[src/hdl/ttpd_pkg.sv]
// ----------------------------------------------------------------------------
// Tray tilt PD controller package
// Shared types, register indices, reset values and constants.
// ----------------------------------------------------------------------------
package ttpd_pkg;

	localparam int CFG_IDX_W = 3;

	localparam logic [CFG_IDX_W-1:0] CFG_KP            = 3'd0;
	localparam logic [CFG_IDX_W-1:0] CFG_KD            = 3'd1;
	localparam logic [CFG_IDX_W-1:0] CFG_PLACE_TARGET  = 3'd2;
	localparam logic [CFG_IDX_W-1:0] CFG_SLOW_ZONE     = 3'd3;
	localparam logic [CFG_IDX_W-1:0] CFG_SLOWER_ZONE   = 3'd4;
	localparam logic [CFG_IDX_W-1:0] CFG_FINISH        = 3'd5;
	localparam logic [CFG_IDX_W-1:0] CFG_FULL_SPEED    = 3'd6;

	localparam logic [9:0]         KP_RST           = 10'd218;
	localparam logic [9:0]         KD_RST           = 10'd77;
	localparam logic signed [15:0] PLACE_TARGET_RST = -16'sd3750;
	localparam logic signed [15:0] SLOW_ZONE_RST    = -16'sd2000;
	localparam logic signed [15:0] SLOWER_ZONE_RST  = -16'sd2800;
	localparam logic signed [15:0] FINISH_RST       = -16'sd3700;
	localparam logic [7:0]         FULL_SPEED_RST   = 8'd100;

	localparam logic [7:0]         SPEED_LIMIT = 8'd200;
	localparam logic [7:0]         SLOW_CAP    = 8'd70;
	localparam logic [7:0]         SLOWER_CAP  = 8'd45;
	localparam logic signed [7:0]  STICK_HI    = 8'sd10;
	localparam logic signed [7:0]  STICK_LO    = -8'sd10;
	localparam logic signed [16:0] ZERO_HI     = 17'sd10;
	localparam logic signed [16:0] ZERO_LO     = -17'sd10;

	localparam int QUEUE_DEPTH = 2;

	typedef struct packed {
		logic [9:0]  kp_q8;
		logic [9:0]  kd_q8;
		logic [15:0] place_target;
		logic [15:0] slow_zone_start;
		logic [15:0] slower_zone_start;
		logic [15:0] finish_position;
		logic [7:0]  full_speed;
	} cfg_t;

	typedef struct packed {
		logic [15:0] raw_position;
		logic        limit_pressed;
		logic        main_up;
		logic        main_left;
		logic        main_right;
		logic        main_down;
		logic        partner_a;
		logic        partner_b;
		logic [7:0]  partner_stick;
	} in_t;

	typedef enum logic [2:0] {
		SRC_NONE,
		SRC_DRIVE,
		SRC_SPEED_NEG,
		SRC_SPEED_POS,
		SRC_STICK_NEG
	} vel_src_t;

	typedef struct packed {
		vel_src_t    src;
		logic [17:0] err;
		logic [18:0] diff;
		logic [7:0]  cap;
		logic [7:0]  speed;
		logic [7:0]  stick;
		logic        reset_req;
		logic        light_req;
		logic        tare;
	} job_t;

endpackage

[src/hdl/ttpd_front.sv]
// ----------------------------------------------------------------------------
// Tray tilt front end
// Applies commands, tare and end-of-place rules, keeps the controller state
// and classifies each request into a job for the drive back end.
// ----------------------------------------------------------------------------
module ttpd_front (
	input  logic             clk,
	input  logic             arst_n,
	input  logic             in_valid,
	output logic             in_ready,
	input  ttpd_pkg::in_t    item,
	input  ttpd_pkg::cfg_t   cfg,
	output logic             job_valid,
	input  logic             job_ready,
	output ttpd_pkg::job_t   job
);

	logic signed [16:0] target_q;
	logic signed [17:0] prev_err_q;
	logic               placing_q;
	logic               latched_q;
	logic signed [15:0] offset_q;

	logic signed [16:0] target_d;
	logic               placing_d;
	logic               latched_d;
	logic signed [15:0] offset_d;

	logic signed [16:0] pos;
	logic signed [16:0] pos2;
	logic signed [16:0] target1;
	logic signed [17:0] err;
	logic signed [18:0] diff;
	logic signed [7:0]  stick;
	logic signed [16:0] place_t;
	logic signed [16:0] slow_z;
	logic signed [16:0] slower_z;
	logic signed [16:0] finish_p;
	logic [7:0]         speed;
	logic [7:0]         cap;
	logic               light;
	logic               rst_req;
	logic               tare;
	ttpd_pkg::vel_src_t src;
	logic               accept;

	assign in_ready  = job_ready;
	assign job_valid = in_valid;
	assign accept    = in_valid && job_ready;

	always_comb begin
		stick    = $signed(item.partner_stick);
		place_t  = 17'($signed(cfg.place_target));
		slow_z   = 17'($signed(cfg.slow_zone_start));
		slower_z = 17'($signed(cfg.slower_zone_start));
		finish_p = 17'($signed(cfg.finish_position));
		speed    = (cfg.full_speed > ttpd_pkg::SPEED_LIMIT) ? ttpd_pkg::SPEED_LIMIT
			: cfg.full_speed;
		pos      = 17'($signed(item.raw_position)) - 17'(offset_q);

		light     = 1'b0;
		rst_req   = 1'b0;
		tare      = 1'b0;
		placing_d = placing_q;
		latched_d = latched_q;
		target1   = target_q;
		offset_d  = offset_q;

		if (item.main_right) begin
			light     = 1'b1;
			placing_d = 1'b1;
			target1   = place_t;
			latched_d = 1'b1;
		end else if (item.main_down || item.partner_b) begin
			placing_d = 1'b0;
			rst_req   = 1'b1;
			latched_d = 1'b1;
		end else if (item.partner_a) begin
			light     = 1'b1;
			placing_d = 1'b1;
			target1   = place_t;
		end else if (!latched_q) begin
			placing_d = 1'b0;
			target1   = pos;
		end

		if (placing_d && pos >= slow_z) begin
			cap = speed;
		end else if (placing_d && pos < slow_z && pos > slower_z) begin
			cap = ttpd_pkg::SLOW_CAP;
		end else if (placing_d && pos < slower_z && pos >= place_t) begin
			cap = ttpd_pkg::SLOWER_CAP;
		end else begin
			cap = speed;
		end

		err  = 18'(target1) - 18'(pos);
		diff = 19'(err) - 19'(prev_err_q);

		target_d = target1;
		pos2     = pos;
		src      = ttpd_pkg::SRC_DRIVE;

		if (!item.limit_pressed) begin
			if (item.main_up) begin
				src      = ttpd_pkg::SRC_SPEED_NEG;
				target_d = pos;
			end else if (item.main_left) begin
				src      = ttpd_pkg::SRC_SPEED_POS;
				target_d = pos;
			end else if (stick > ttpd_pkg::STICK_HI || stick < ttpd_pkg::STICK_LO) begin
				src      = ttpd_pkg::SRC_STICK_NEG;
				target_d = pos;
			end else if (pos < ttpd_pkg::ZERO_HI && pos > ttpd_pkg::ZERO_LO
					&& target1 == 17'sd0) begin
				src     = ttpd_pkg::SRC_NONE;
				rst_req = 1'b1;
			end else begin
				src = ttpd_pkg::SRC_DRIVE;
			end
		end else begin
			if (!placing_d) begin
				offset_d = $signed(item.raw_position);
				pos2     = 17'sd0;
				target_d = 17'sd0;
				tare     = 1'b1;
			end
			if (item.main_left) begin
				src = ttpd_pkg::SRC_DRIVE;
			end else if (item.main_up) begin
				src      = ttpd_pkg::SRC_SPEED_NEG;
				target_d = pos2;
			end else if (stick <= ttpd_pkg::STICK_LO) begin
				src = ttpd_pkg::SRC_DRIVE;
			end else if (stick >= ttpd_pkg::STICK_HI) begin
				src      = ttpd_pkg::SRC_STICK_NEG;
				target_d = pos2;
			end else begin
				src = ttpd_pkg::SRC_DRIVE;
			end
		end

		if (pos2 <= finish_p) begin
			placing_d = 1'b0;
			target_d  = pos2;
			latched_d = 1'b0;
		end else if (pos2 == 17'sd0) begin
			latched_d = 1'b0;
		end

		job.src       = src;
		job.err       = err;
		job.diff      = diff;
		job.cap       = cap;
		job.speed     = speed;
		job.stick     = item.partner_stick;
		job.reset_req = rst_req;
		job.light_req = light;
		job.tare      = tare;
	end

	always_ff @(posedge clk or negedge arst_n) begin
		if (!arst_n) begin
			target_q   <= '0;
			prev_err_q <= '0;
			placing_q  <= 1'b0;
			latched_q  <= 1'b0;
			offset_q   <= '0;
		end else if (accept) begin
			target_q   <= target_d;
			prev_err_q <= err;
			placing_q  <= placing_d;
			latched_q  <= latched_d;
			offset_q   <= offset_d;
		end
	end

endmodule

[src/hdl/ttpd_queue.sv]
// ----------------------------------------------------------------------------
// Tray tilt job queue
// Short first-in first-out buffer between the front end and the back end.
// ----------------------------------------------------------------------------
module ttpd_queue (
	input  logic           clk,
	input  logic           arst_n,
	input  logic           push_valid,
	output logic           push_ready,
	input  ttpd_pkg::job_t push_job,
	output logic           pop_valid,
	input  logic           pop_ready,
	output ttpd_pkg::job_t pop_job
);

	localparam int PTR_W = $clog2(ttpd_pkg::QUEUE_DEPTH);
	localparam int CNT_W = $clog2(ttpd_pkg::QUEUE_DEPTH + 1);

	ttpd_pkg::job_t   mem_q [ttpd_pkg::QUEUE_DEPTH];
	logic [PTR_W-1:0] wr_ptr_q;
	logic [PTR_W-1:0] rd_ptr_q;
	logic [CNT_W-1:0] count_q;
	logic             push;
	logic             pop;

	assign push_ready = (count_q != CNT_W'(ttpd_pkg::QUEUE_DEPTH));
	assign pop_valid  = (count_q != '0);
	assign pop_job    = mem_q[rd_ptr_q];
	assign push       = push_valid && push_ready;
	assign pop        = pop_valid && pop_ready;

	always_ff @(posedge clk) begin
		if (push) begin
			mem_q[wr_ptr_q] <= push_job;
		end
	end

	always_ff @(posedge clk or negedge arst_n) begin
		if (!arst_n) begin
			wr_ptr_q <= '0;
			rd_ptr_q <= '0;
			count_q  <= '0;
		end else begin
			if (push) begin
				wr_ptr_q <= (wr_ptr_q == PTR_W'(ttpd_pkg::QUEUE_DEPTH - 1)) ? '0
					: wr_ptr_q + PTR_W'(1);
			end
			if (pop) begin
				rd_ptr_q <= (rd_ptr_q == PTR_W'(ttpd_pkg::QUEUE_DEPTH - 1)) ? '0
					: rd_ptr_q + PTR_W'(1);
			end
			if (push && !pop) begin
				count_q <= count_q + CNT_W'(1);
			end else if (pop && !push) begin
				count_q <= count_q - CNT_W'(1);
			end
		end
	end

`ifndef SYNTH
	a_count_bound: assert property (@(posedge clk) disable iff (!arst_n)
		count_q <= CNT_W'(ttpd_pkg::QUEUE_DEPTH))
		else $error("queue count beyond depth");
	a_count_step: assert property (@(posedge clk) disable iff (!arst_n)
		(push && !pop) |=> count_q == $past(count_q) + CNT_W'(1))
		else $error("queue count did not follow a lone push");
`endif

endmodule

[src/hdl/ttpd_back.sv]
// ----------------------------------------------------------------------------
// Tray tilt drive back end
// Forms the Q8 PD drive, clamps it to the cap and selects the velocity
// command. Two stages: products, then sum, clamp and output register.
// ----------------------------------------------------------------------------
module ttpd_back (
	input  logic              clk,
	input  logic              arst_n,
	input  ttpd_pkg::cfg_t    cfg,
	input  logic              job_valid,
	output logic              job_ready,
	input  ttpd_pkg::job_t    job,
	output logic              out_valid,
	input  logic              out_ready,
	output logic signed [8:0] velocity,
	output logic              velocity_valid,
	output logic              reset_request,
	output logic              light_request,
	output logic              tare_done
);

	logic                 valid_s1;
	ttpd_pkg::vel_src_t   src_s1;
	logic signed [28:0]   p_kp_s1;
	logic signed [29:0]   p_kd_s1;
	logic [7:0]           cap_s1;
	logic [7:0]           speed_s1;
	logic [7:0]           stick_s1;
	logic                 rst_s1;
	logic                 light_s1;
	logic                 tare_s1;

	logic                 valid_s2;
	logic signed [8:0]    vel_s2;
	logic                 vel_valid_s2;
	logic                 rst_s2;
	logic                 light_s2;
	logic                 tare_s2;

	logic                 adv_s2;
	logic                 adv_s1;
	logic signed [30:0]   q;
	logic signed [30:0]   lim;
	logic signed [30:0]   q_adj;
	logic signed [30:0]   q_shift;
	logic signed [8:0]    drive;
	logic signed [8:0]    vel;

	assign adv_s2    = !valid_s2 || out_ready;
	assign adv_s1    = !valid_s1 || adv_s2;
	assign job_ready = adv_s1;

	always_ff @(posedge clk) begin
		if (adv_s1 && job_valid) begin
			src_s1   <= job.src;
			p_kp_s1  <= 29'($signed({1'b0, cfg.kp_q8})) * 29'($signed(job.err));
			p_kd_s1  <= 30'($signed({1'b0, cfg.kd_q8})) * 30'($signed(job.diff));
			cap_s1   <= job.cap;
			speed_s1 <= job.speed;
			stick_s1 <= job.stick;
			rst_s1   <= job.reset_req;
			light_s1 <= job.light_req;
			tare_s1  <= job.tare;
		end
	end

	always_comb begin
		q       = 31'(p_kp_s1) + 31'(p_kd_s1);
		lim     = 31'($signed({1'b0, cap_s1, 8'h00}));
		q_adj   = q + (q[30] ? 31'sd255 : 31'sd0);
		q_shift = q_adj >>> 8;
		if (q > lim) begin
			drive = $signed({1'b0, cap_s1});
		end else if (q < -lim) begin
			drive = 9'sd0 - $signed({1'b0, cap_s1});
		end else begin
			drive = q_shift[8:0];
		end
		unique case (src_s1)
			ttpd_pkg::SRC_DRIVE:     vel = drive;
			ttpd_pkg::SRC_SPEED_NEG: vel = 9'sd0 - $signed({1'b0, speed_s1});
			ttpd_pkg::SRC_SPEED_POS: vel = $signed({1'b0, speed_s1});
			ttpd_pkg::SRC_STICK_NEG: vel = 9'sd0 - $signed({stick_s1[7], stick_s1});
			default:                 vel = 9'sd0;
		endcase
	end

	always_ff @(posedge clk) begin
		if (adv_s2 && valid_s1) begin
			vel_s2       <= vel;
			vel_valid_s2 <= (src_s1 != ttpd_pkg::SRC_NONE);
			rst_s2       <= rst_s1;
			light_s2     <= light_s1;
			tare_s2      <= tare_s1;
		end
	end

	always_ff @(posedge clk or negedge arst_n) begin
		if (!arst_n) begin
			valid_s1 <= 1'b0;
			valid_s2 <= 1'b0;
		end else begin
			if (adv_s1) begin
				valid_s1 <= job_valid;
			end
			if (adv_s2) begin
				valid_s2 <= valid_s1;
			end
		end
	end

	assign out_valid      = valid_s2;
	assign velocity       = vel_s2;
	assign velocity_valid = vel_valid_s2;
	assign reset_request  = rst_s2;
	assign light_request  = light_s2;
	assign tare_done      = tare_s2;

`ifndef SYNTH
	a_idle_zero: assert property (@(posedge clk) disable iff (!arst_n)
		(valid_s2 && !vel_valid_s2) |-> (vel_s2 == 9'sd0 && rst_s2))
		else $error("silent tick without zero velocity and reset request");
	a_tare_drives: assert property (@(posedge clk) disable iff (!arst_n)
		(valid_s2 && tare_s2) |-> vel_valid_s2)
		else $error("tare tick issued no velocity");
`endif

endmodule

[src/hdl/tray_tilt_pd_controller.sv]
// ----------------------------------------------------------------------------
// Tray tilt PD controller
// Top level: configuration registers, front end, job queue and drive back end.
// ----------------------------------------------------------------------------
// One request on the input channel is one control tick: encoder count, limit
// switch, buttons and partner stick. Each tick gives exactly one result on the
// output channel: a velocity with its valid flag and the reset, light and
// tare pulses.
// The front end updates the controller state in the cycle a request is
// taken, so a request may be taken in every cycle. The result passes through
// the queue entry, the product stage and the output register, and while the
// receiver does not stall the sustained rate is one request per cycle, set by
// the state update in the front end.
// When the receiver stalls, the output register and the back-end stage hold
// and the two-entry queue fills; input ready falls only once the queue is
// full, and it rises again as soon as a result is taken.
// Configuration writes are accepted in every cycle and should be made only
// while no request is in flight. Reset restores the register defaults and
// clears the target, error, place flags and tare offset.
// ----------------------------------------------------------------------------
module tray_tilt_pd_controller (
	input  logic                             clk,
	input  logic                             arst_n,
	input  logic                             cfg_valid,
	output logic                             cfg_ready,
	input  logic [ttpd_pkg::CFG_IDX_W-1:0]   cfg_index,
	input  logic [15:0]                      cfg_data,
	input  logic                             in_valid,
	output logic                             in_ready,
	input  logic signed [15:0]               raw_position,
	input  logic                             limit_pressed,
	input  logic                             main_up,
	input  logic                             main_left,
	input  logic                             main_right,
	input  logic                             main_down,
	input  logic                             partner_a,
	input  logic                             partner_b,
	input  logic signed [7:0]                partner_stick,
	output logic                             out_valid,
	input  logic                             out_ready,
	output logic signed [8:0]                velocity,
	output logic                             velocity_valid,
	output logic                             reset_request,
	output logic                             light_request,
	output logic                             tare_done
);

	ttpd_pkg::cfg_t cfg_q;
	ttpd_pkg::in_t  item;
	ttpd_pkg::job_t front_job;
	ttpd_pkg::job_t back_job;
	logic           front_valid;
	logic           front_ready;
	logic           back_valid;
	logic           back_ready;

	assign cfg_ready = 1'b1;

	always_ff @(posedge clk or negedge arst_n) begin
		if (!arst_n) begin
			cfg_q.kp_q8             <= ttpd_pkg::KP_RST;
			cfg_q.kd_q8             <= ttpd_pkg::KD_RST;
			cfg_q.place_target      <= ttpd_pkg::PLACE_TARGET_RST;
			cfg_q.slow_zone_start   <= ttpd_pkg::SLOW_ZONE_RST;
			cfg_q.slower_zone_start <= ttpd_pkg::SLOWER_ZONE_RST;
			cfg_q.finish_position   <= ttpd_pkg::FINISH_RST;
			cfg_q.full_speed        <= ttpd_pkg::FULL_SPEED_RST;
		end else if (cfg_valid && cfg_ready) begin
			unique case (cfg_index)
				ttpd_pkg::CFG_KP:           cfg_q.kp_q8             <= cfg_data[9:0];
				ttpd_pkg::CFG_KD:           cfg_q.kd_q8             <= cfg_data[9:0];
				ttpd_pkg::CFG_PLACE_TARGET: cfg_q.place_target      <= cfg_data;
				ttpd_pkg::CFG_SLOW_ZONE:    cfg_q.slow_zone_start   <= cfg_data;
				ttpd_pkg::CFG_SLOWER_ZONE:  cfg_q.slower_zone_start <= cfg_data;
				ttpd_pkg::CFG_FINISH:       cfg_q.finish_position   <= cfg_data;
				ttpd_pkg::CFG_FULL_SPEED:   cfg_q.full_speed        <= cfg_data[7:0];
				default: ;
			endcase
		end
	end

	always_comb begin
		item.raw_position  = raw_position;
		item.limit_pressed = limit_pressed;
		item.main_up       = main_up;
		item.main_left     = main_left;
		item.main_right    = main_right;
		item.main_down     = main_down;
		item.partner_a     = partner_a;
		item.partner_b     = partner_b;
		item.partner_stick = partner_stick;
	end

	ttpd_front u_front (
		.clk       (clk),
		.arst_n    (arst_n),
		.in_valid  (in_valid),
		.in_ready  (in_ready),
		.item      (item),
		.cfg       (cfg_q),
		.job_valid (front_valid),
		.job_ready (front_ready),
		.job       (front_job)
	);

	ttpd_queue u_queue (
		.clk        (clk),
		.arst_n     (arst_n),
		.push_valid (front_valid),
		.push_ready (front_ready),
		.push_job   (front_job),
		.pop_valid  (back_valid),
		.pop_ready  (back_ready),
		.pop_job    (back_job)
	);

	ttpd_back u_back (
		.clk            (clk),
		.arst_n         (arst_n),
		.cfg            (cfg_q),
		.job_valid      (back_valid),
		.job_ready      (back_ready),
		.job            (back_job),
		.out_valid      (out_valid),
		.out_ready      (out_ready),
		.velocity       (velocity),
		.velocity_valid (velocity_valid),
		.reset_request  (reset_request),
		.light_request  (light_request),
		.tare_done      (tare_done)
	);

endmodule
[config.mk]
export PLATFORM = sky130hd
export DESIGN_NAME = tray_tilt_pd_controller
export DESIGN_NICKNAME = d
export VERILOG_FILES = /design/src/hdl/ttpd_pkg.sv /design/src/hdl/ttpd_front.sv /design/src/hdl/ttpd_queue.sv /design/src/hdl/ttpd_back.sv /design/src/hdl/tray_tilt_pd_controller.sv
export SDC_FILE = /design/constraint.sdc
export NUM_CORES = 2
export LEC_CHECK = 0
export BUFFER_PORTS_ARGS = -buffer_cell sky130_fd_sc_hd__buf_2
export CORE_MARGIN = 2
export CORE_UTILIZATION = 62
export DETAILED_ROUTE_END_ITERATION = 6
export GPL_ROUTABILITY_DRIVEN = 0
export GPL_TIMING_DRIVEN = 0
export HOLD_SLACK_MARGIN = 0.08
export PLACE_DENSITY = 0.79
export SETUP_SLACK_MARGIN = 0.1
export SYNTH_ARGS = -nofsm -noshare
export SYNTH_HDL_FRONTEND = slang
export SYNTH_HIERARCHICAL = 1
export SYNTH_SLANG_ARGS = --single-unit
export TNS_END_PERCENT = 20
[constraint.sdc]
create_clock -name clk -period 7.9 [get_ports clk]
set_input_delay 1.185 -clock clk [delete_from_list [all_inputs] [get_ports clk]]
set_output_delay 1.185 -clock clk [all_outputs]
set_load 0.03 [all_outputs]
* Word-level counts from Yosys, hierarchy flattened *
Memories as Yosys holds them, arrays and structs flattened.
Index checks and enable logic that the tools add are counted.

word-level totals
  memories kept = 1
  bits in registers = 253
  memory bits (read-only) = 0
  bits of input ports = 55
  bits in writable memories = 134
  bits in latches = 0

cells by class
  shifts and indexed selects = 0
  $mul = 2
  bitwise gates (word level) = 1
  equality and inequality tests = 11
  divide/modulo/power cells = 0
  add/subtract/negate cells = 13
  $lt $le $gt $ge = 15
  reduce and logical (&&, ||, !) cells = 36
  muxes and demuxes = 60

memories
  name           words  width  read ports  clocked after Yosys merged registers in  wr ports  RTL line          RTL
  u_queue.mem_q  2      67     1           0                                        1         ttpd_queue.sv:19  ttpd_pkg::job_t mem_q [ttpd_pkg::QUEUE_DEPTH];

operator list
  operator                                                                          count
  17-bit two-way mux                                                                16
  8-bit two-way mux                                                                 5
  9-bit one-hot mux with 4 select lines                                             1
  17-bit by 16-bit >= comparator with 1-bit output                                  2
  17-bit zero test                                                                  2
  17-bit by 16-bit less-than comparator with 1-bit output                           2
  29-bit by 30-bit adder with 31-bit output                                         1
  31-bit by 17-bit greater-than comparator with 1-bit output                        1
  31-bit less-than comparator                                                       1
  16-bit negation with 31-bit output                                                1
  11-bit by 19-bit multiplier with 30-bit output                                    1
  11-bit by 18-bit multiplier with 29-bit output                                    1
  1-bit by 8-bit subtractor with 9-bit output, first input constant                 3
  1-bit two-way mux                                                                 26
  3-bit two-way mux                                                                 8
  18-bit by 18-bit subtractor with 19-bit output                                    1
  9-bit two-way mux                                                                 2
  17-bit by 17-bit subtractor with 18-bit output                                    1
  17-bit adder                                                                      1
  17-bit by 16-bit greater-than comparator with 1-bit output                        1
  17-bit by 5-bit greater-than comparator with 1-bit output, second input constant  1
  17-bit by 16-bit less-or-equal comparator with 1-bit output                       1
  17-bit by 5-bit less-than comparator with 1-bit output, second input constant     1
  16-bit by 16-bit subtractor with 17-bit output                                    1
  other kinds (23)                                                                  57

* Depth between registers and ports, before layout *
  depth after elaboration = 12
  mapped depth = 28
  gate-level depth less buffers = 26

* Hierarchy *
The synthesis kept the hierarchy.

by module, submodules not included
  module                   area an instance (µm²)  sequential area each (µm²)  times used  cells each
  ttpd_back                19,985.4                3,113.0                     1           2,168
  ttpd_front               7,830.0                 1,326.3                     1           1,047
  ttpd_queue               5,119.9                 4,124.0                     1           227
  tray_tilt_pd_controller  3,638.5                 2,356.0                     1           202

* Worst setup path before layout *
OpenSTA, ideal clock, no wires.

  path type = reg-to-reg
  start point = register u_queue.rd_ptr_q
  end point = register u_back.p_kd_s1[29], data pin
  library setup time = 0.260 ns
  path buffers = 4
  cell stages (with the launch flop) = 27
  slack = 1.364 ns
  period minus slack after synthesis = 6.536 ns
  data arrival time = 6.276 ns
  path through = dfrtp_1 buf_6 buf_6 buf_8 mux2_4 clkbuf_1 nand2_1 fa_1 fa_1 fa_1 inv_1 fa_1 inv_1 fa_1 inv_1 ha_1 a21o_1 or3_1 or3_1 o22ai_1 o21ai_0 o21ai_1 o2111ai_1 a31o_2 nand3_1 nand2_1 xnor2_1

RTL lines
  item                    RTL line          RTL
  start, declared         ttpd_queue.sv:21  logic [PTR_W-1:0] rd_ptr_q;
  start signal, assigned  ttpd_queue.sv:49  rd_ptr_q <= (rd_ptr_q == PTR_W'(ttpd_pkg::QUEUE_DEPTH - 1)) ? '0
  end signal, assigned    ttpd_back.sv:57   p_kd_s1 <= 30'($signed({1'b0, cfg.kd_q8})) * 30'($signed(job.diff));
  end, declared           ttpd_back.sv:25   logic signed [29:0] p_kd_s1;

* Final worst setup path *
  start point = register cfg_q[78] (netlist name)
  end point = register u_back.p_kd_s1[25], data pin

between the ends
  longest elaborated chain between the ends = 1

RTL lines
  item                                            RTL line                       RTL
  start, declared                                 tray_tilt_pd_controller.sv:48  ttpd_pkg::cfg_t cfg_q;
  11-bit by 19-bit multiplier with 30-bit output  ttpd_back.sv:57

No other way between the ends.
A chain may end at the register's enable or synchronous reset.

==> flow_metrics.env <==
export IMPL_avgSynthCellArea_sq_um=10.0
export IMPL_die_w_um=247
export IMPL_ant_nets=0
export IMPL_start_util_pct=62.3
export IMPL_required_ps=8220
export IMPL_rsz0062_at_grt="false"
export IMPL_grt_max_degree=83
export IMPL_synth_cell_types=105
export IMPL_synth_edf_count=236
export IMPL_violations="DRC"
export IMPL_yosysTopAreaCell="edfxtp_1"
export IMPL_grtUsageMet1_pct=38.5
export IMPL_status="complete, but fails checks"
export IMPL_worstMarginPinSlew_ps=1470
export IMPL_area_growth_pct=8.15
export IMPL_cts_hold_buffers=0
export IMPL_slew_headroom_pct=1.56
export IMPL_synth_nets=4348
export IMPL_path_depth=23
export IMPL_fmax_ghz=0.136
export IMPL_num_vias=26800
export IMPL_crit_path_end="u_back/p_kd_s1[25]"
export IMPL_die_h_um=247
export IMPL_io_pins=71
export IMPL_layout_drive_gt1_share_pct=11.9
export IMPL_dp_hpwl_um=70900
export IMPL_crit_path_end_kind="flip-flop"
export IMPL_finalHoldViolations=0
export IMPL_synth_area_sq_um=36600
export IMPL_netlist_instances=3644
export IMPL_dr_pass1_iters=7
export IMPL_clk_path_buf_depth=3
export IMPL_startpoint="cfg_q[78]"
export IMPL_globalRouteMet3Util_pct=5.37
export IMPL_ys_flop_type="edfxtp_1"
export IMPL_cpMostUsedCell="fa_1"
export IMPL_io_buffers=68
export IMPL_clock_sinks=387
export IMPL_grt_pass1_vias=27300
export IMPL_finClkSkew_ps=30.2
export IMPL_reg2reg_from="cfg_q[78]"
export IMPL_rrSetupSlack_ps=550
export IMPL_slowest_stage="fa_1"
export IMPL_clk_pin_slew_ps=60
export IMPL_r2r_end="u_back/p_kd_s1[25]"
export IMPL_fin_crit_sh_pct=93.1
export IMPL_yosys_top_cells_area="edfxtp_1 (19%), fa_1 (18%), ha_1 (11%)"
export IMPL_synth_top_area_share_pct=19.4
export IMPL_path_cells="clkbuf_1 > clkbuf_1 > nand2_1 > fa_1 > fa_1 > inv_1 > ha_1 > fa_1 > inv_1 > fa_1 > inv_1 > ha_1 > a21o_1 > or3_1 > or3_1 > o22ai_1 > o21ai_0 > o21ai_1 > o21bai_1 > a21oi_1 > o21ai_1 > a21oi_1 > xnor2_1"
export IMPL_grt_use_met2_pct=52.4
export IMPL_path_class="flip-flop to flip-flop"
export IMPL_numCtsBuffers=43
export IMPL_setup_violations=0
export IMPL_slowest_delay_ps=560
export IMPL_grt_use_total_pct=30.8
export IMPL_die_area_sq_um=60900
export IMPL_clk_latency_ps=590
export IMPL_clockRootBuffer="clkbuf_16"
export IMPL_nets=4463
export IMPL_grt_pass1_wl_um=145000
export IMPL_critPathLaunchType="flip-flop"
export IMPL_ys_seq_area_share_pct=29.9
export IMPL_cp_data_arrival_time_ps=7670
export IMPL_synthArstFlopShare_pct=39.0
export IMPL_drv_cap=0
export IMPL_crit_buf_inv=5
export IMPL_dr_first_iter_drc_count=2084
export IMPL_viasPerCell=5.88
export IMPL_ys_warn_count=6
export IMPL_path_max_fanout=10
export IMPL_rows=89
export IMPL_antenna_found_initial=0
export IMPL_fin_setup_tns_ps=0
export IMPL_wl_um=91400
export IMPL_routedWlPerCell_um=20.0
export IMPL_busiest_layer="met2"
export IMPL_hold_path_class="flip-flop to flip-flop"
export IMPL_drc=1
export IMPL_cts_htree_levels=2
export IMPL_core_sq_um=58700
export IMPL_cts_tree="done"
export IMPL_ys_seq_elements=387
export IMPL_reg2reg_depth=23
export IMPL_drv_slew=0
export IMPL_gr_total_overflow=0
export IMPL_crit_family="adder cells"
export IMPL_min_period_ps=7350
-- synthesized netlist by cell type, drive strengths merged, types with 11 or more instances --
cell,n
xnor2,97
a21o,55
dfstp,43
and3,17
mux2,181
buf,40
and2,164
nor4,13
nand2,361
o21ai,121
nand2b,25
xor2,34
edfxtp,236
nor2b,25
a31oi,22
a21oi,161
dfrtp,108
fa,334
o21bai,11
clkbuf,95
nor2,152
or3,17
o21a,28
a211oi,19
ha,315
mux2i,24
nand3,44
o211ai,19
nor3,56
nand4,27
o22ai,23
inv,611
-- sequential cells by signal, summed over array words and instances (netlist names), 9 cells and up --
name and cells:
cfg_q 92, u_back/p_kd_s1 30, u_back/p_kp_s1 29, u_back/velocity 9, u_front/offset_q 16, u_front/prev_err_q 18, u_front/target_q 17, u_queue/mem_q 134
-- metal layers --
metal / wire, um / share of wire [%]
met3: 7210 / 7.9
met2: 43800 / 48
met5: 0 / 0
met1: 35900 / 39
met4: 4560 / 5.0
-- worst min path at each step --
stage / slack, ps / start / cells after the start / end
global route: 430 / u_back/light_s1 / 0 / u_back/light_request
global placement: 410 / u_back/rst_s1 / 0 / u_back/reset_request
detailed placement: 410 / u_back/rst_s1 / 0 / u_back/reset_request
finish: 420 / u_back/light_s1 / 0 / u_back/light_request
CTS: 420 / u_back/rst_s1 / 0 / u_back/reset_request
floorplan: 400 / u_back/light_s1 / 0 / u_back/light_request
-- metrics by stage --
step / cell area, sq um / util [%] / hold WS (ps) / cells / setup WS (ps)
final: 39600 / 67.4 / 422 / 4566 / 545
after global routing: 39600 / 67.4 / 428 / 4564 / 168
after CTS: 39600 / 67.4 / 423 / 4567 / 492
after detailed placement: 38000 / 64.8 / 408 / 4490 / 318
after global placement: 37900 / 64.6 / 406 / 4485 / 398
after floorplan: 36600 / - / 400 / 3644 / 1360
-- placed cells by master, fill, tap and decap left out, types with 14 or more instances in the layout --
master	n
a211oi_1	16
a21o_1	55
a21oi_1	159
a31oi_1	22
and2_1	163
and3_1	16
buf_2	77
buf_4	18
clkbuf_1	97
clkbuf_16	43
dfrtp_1	108
dfstp_2	43
edfxtp_1	236
fa_1	334
ha_1	315
inv_1	609
mux2_2	141
mux2_4	40
mux2i_1	24
nand2_1	361
nand2b_1	25
nand3_1	44
nand4_1	27
nor2_1	149
nor2b_1	25
nor3_1	55
o211ai_1	18
o21a_1	28
o21ai_0	106
o21ai_1	14
o22ai_1	23
or3_1	16
xnor2_1	95
xor2_1	34
-- repair_timing --
item                                    in CTS  in global routing
gates resized for setup                      0                  3
endpoints found under the hold margin        0                  0
setup buffers                                0                  0
endpoints found under the setup margin       0                  1
-- final cells by class --
class,count,area (sq um)
Multi-Input combinational cell,2508,22700
Fill cell,4395,19100
Sequential cell,387,10900
Inverter,614,2300
Clock buffer,49,1100
Tap cell,773,967
Buffer,132,653
Timing Repair Buffer,73,469
Clock inverter,28,430
Antenna cell,2,5.00
-- logic make-up after synthesis --
group / Yosys count / share of synthesized area, %
AO/OA/AOI/OAI: 563 / 10.1
XOR/XNOR: 131 / 3.18
adder cells (fa/ha/maj): 650 / 29.1
buffers and inverters: 749 / 8.11
flip-flops: 387 / 29.9
multiplexers: 205 / 6.64
other: 1 / 0.0103
AND/OR/NAND/NOR: 958 / 13.0
Power is left out: the tool's default activity adds up to more than one toggle a clock period on the data nets, which glitch-free logic cannot reach.
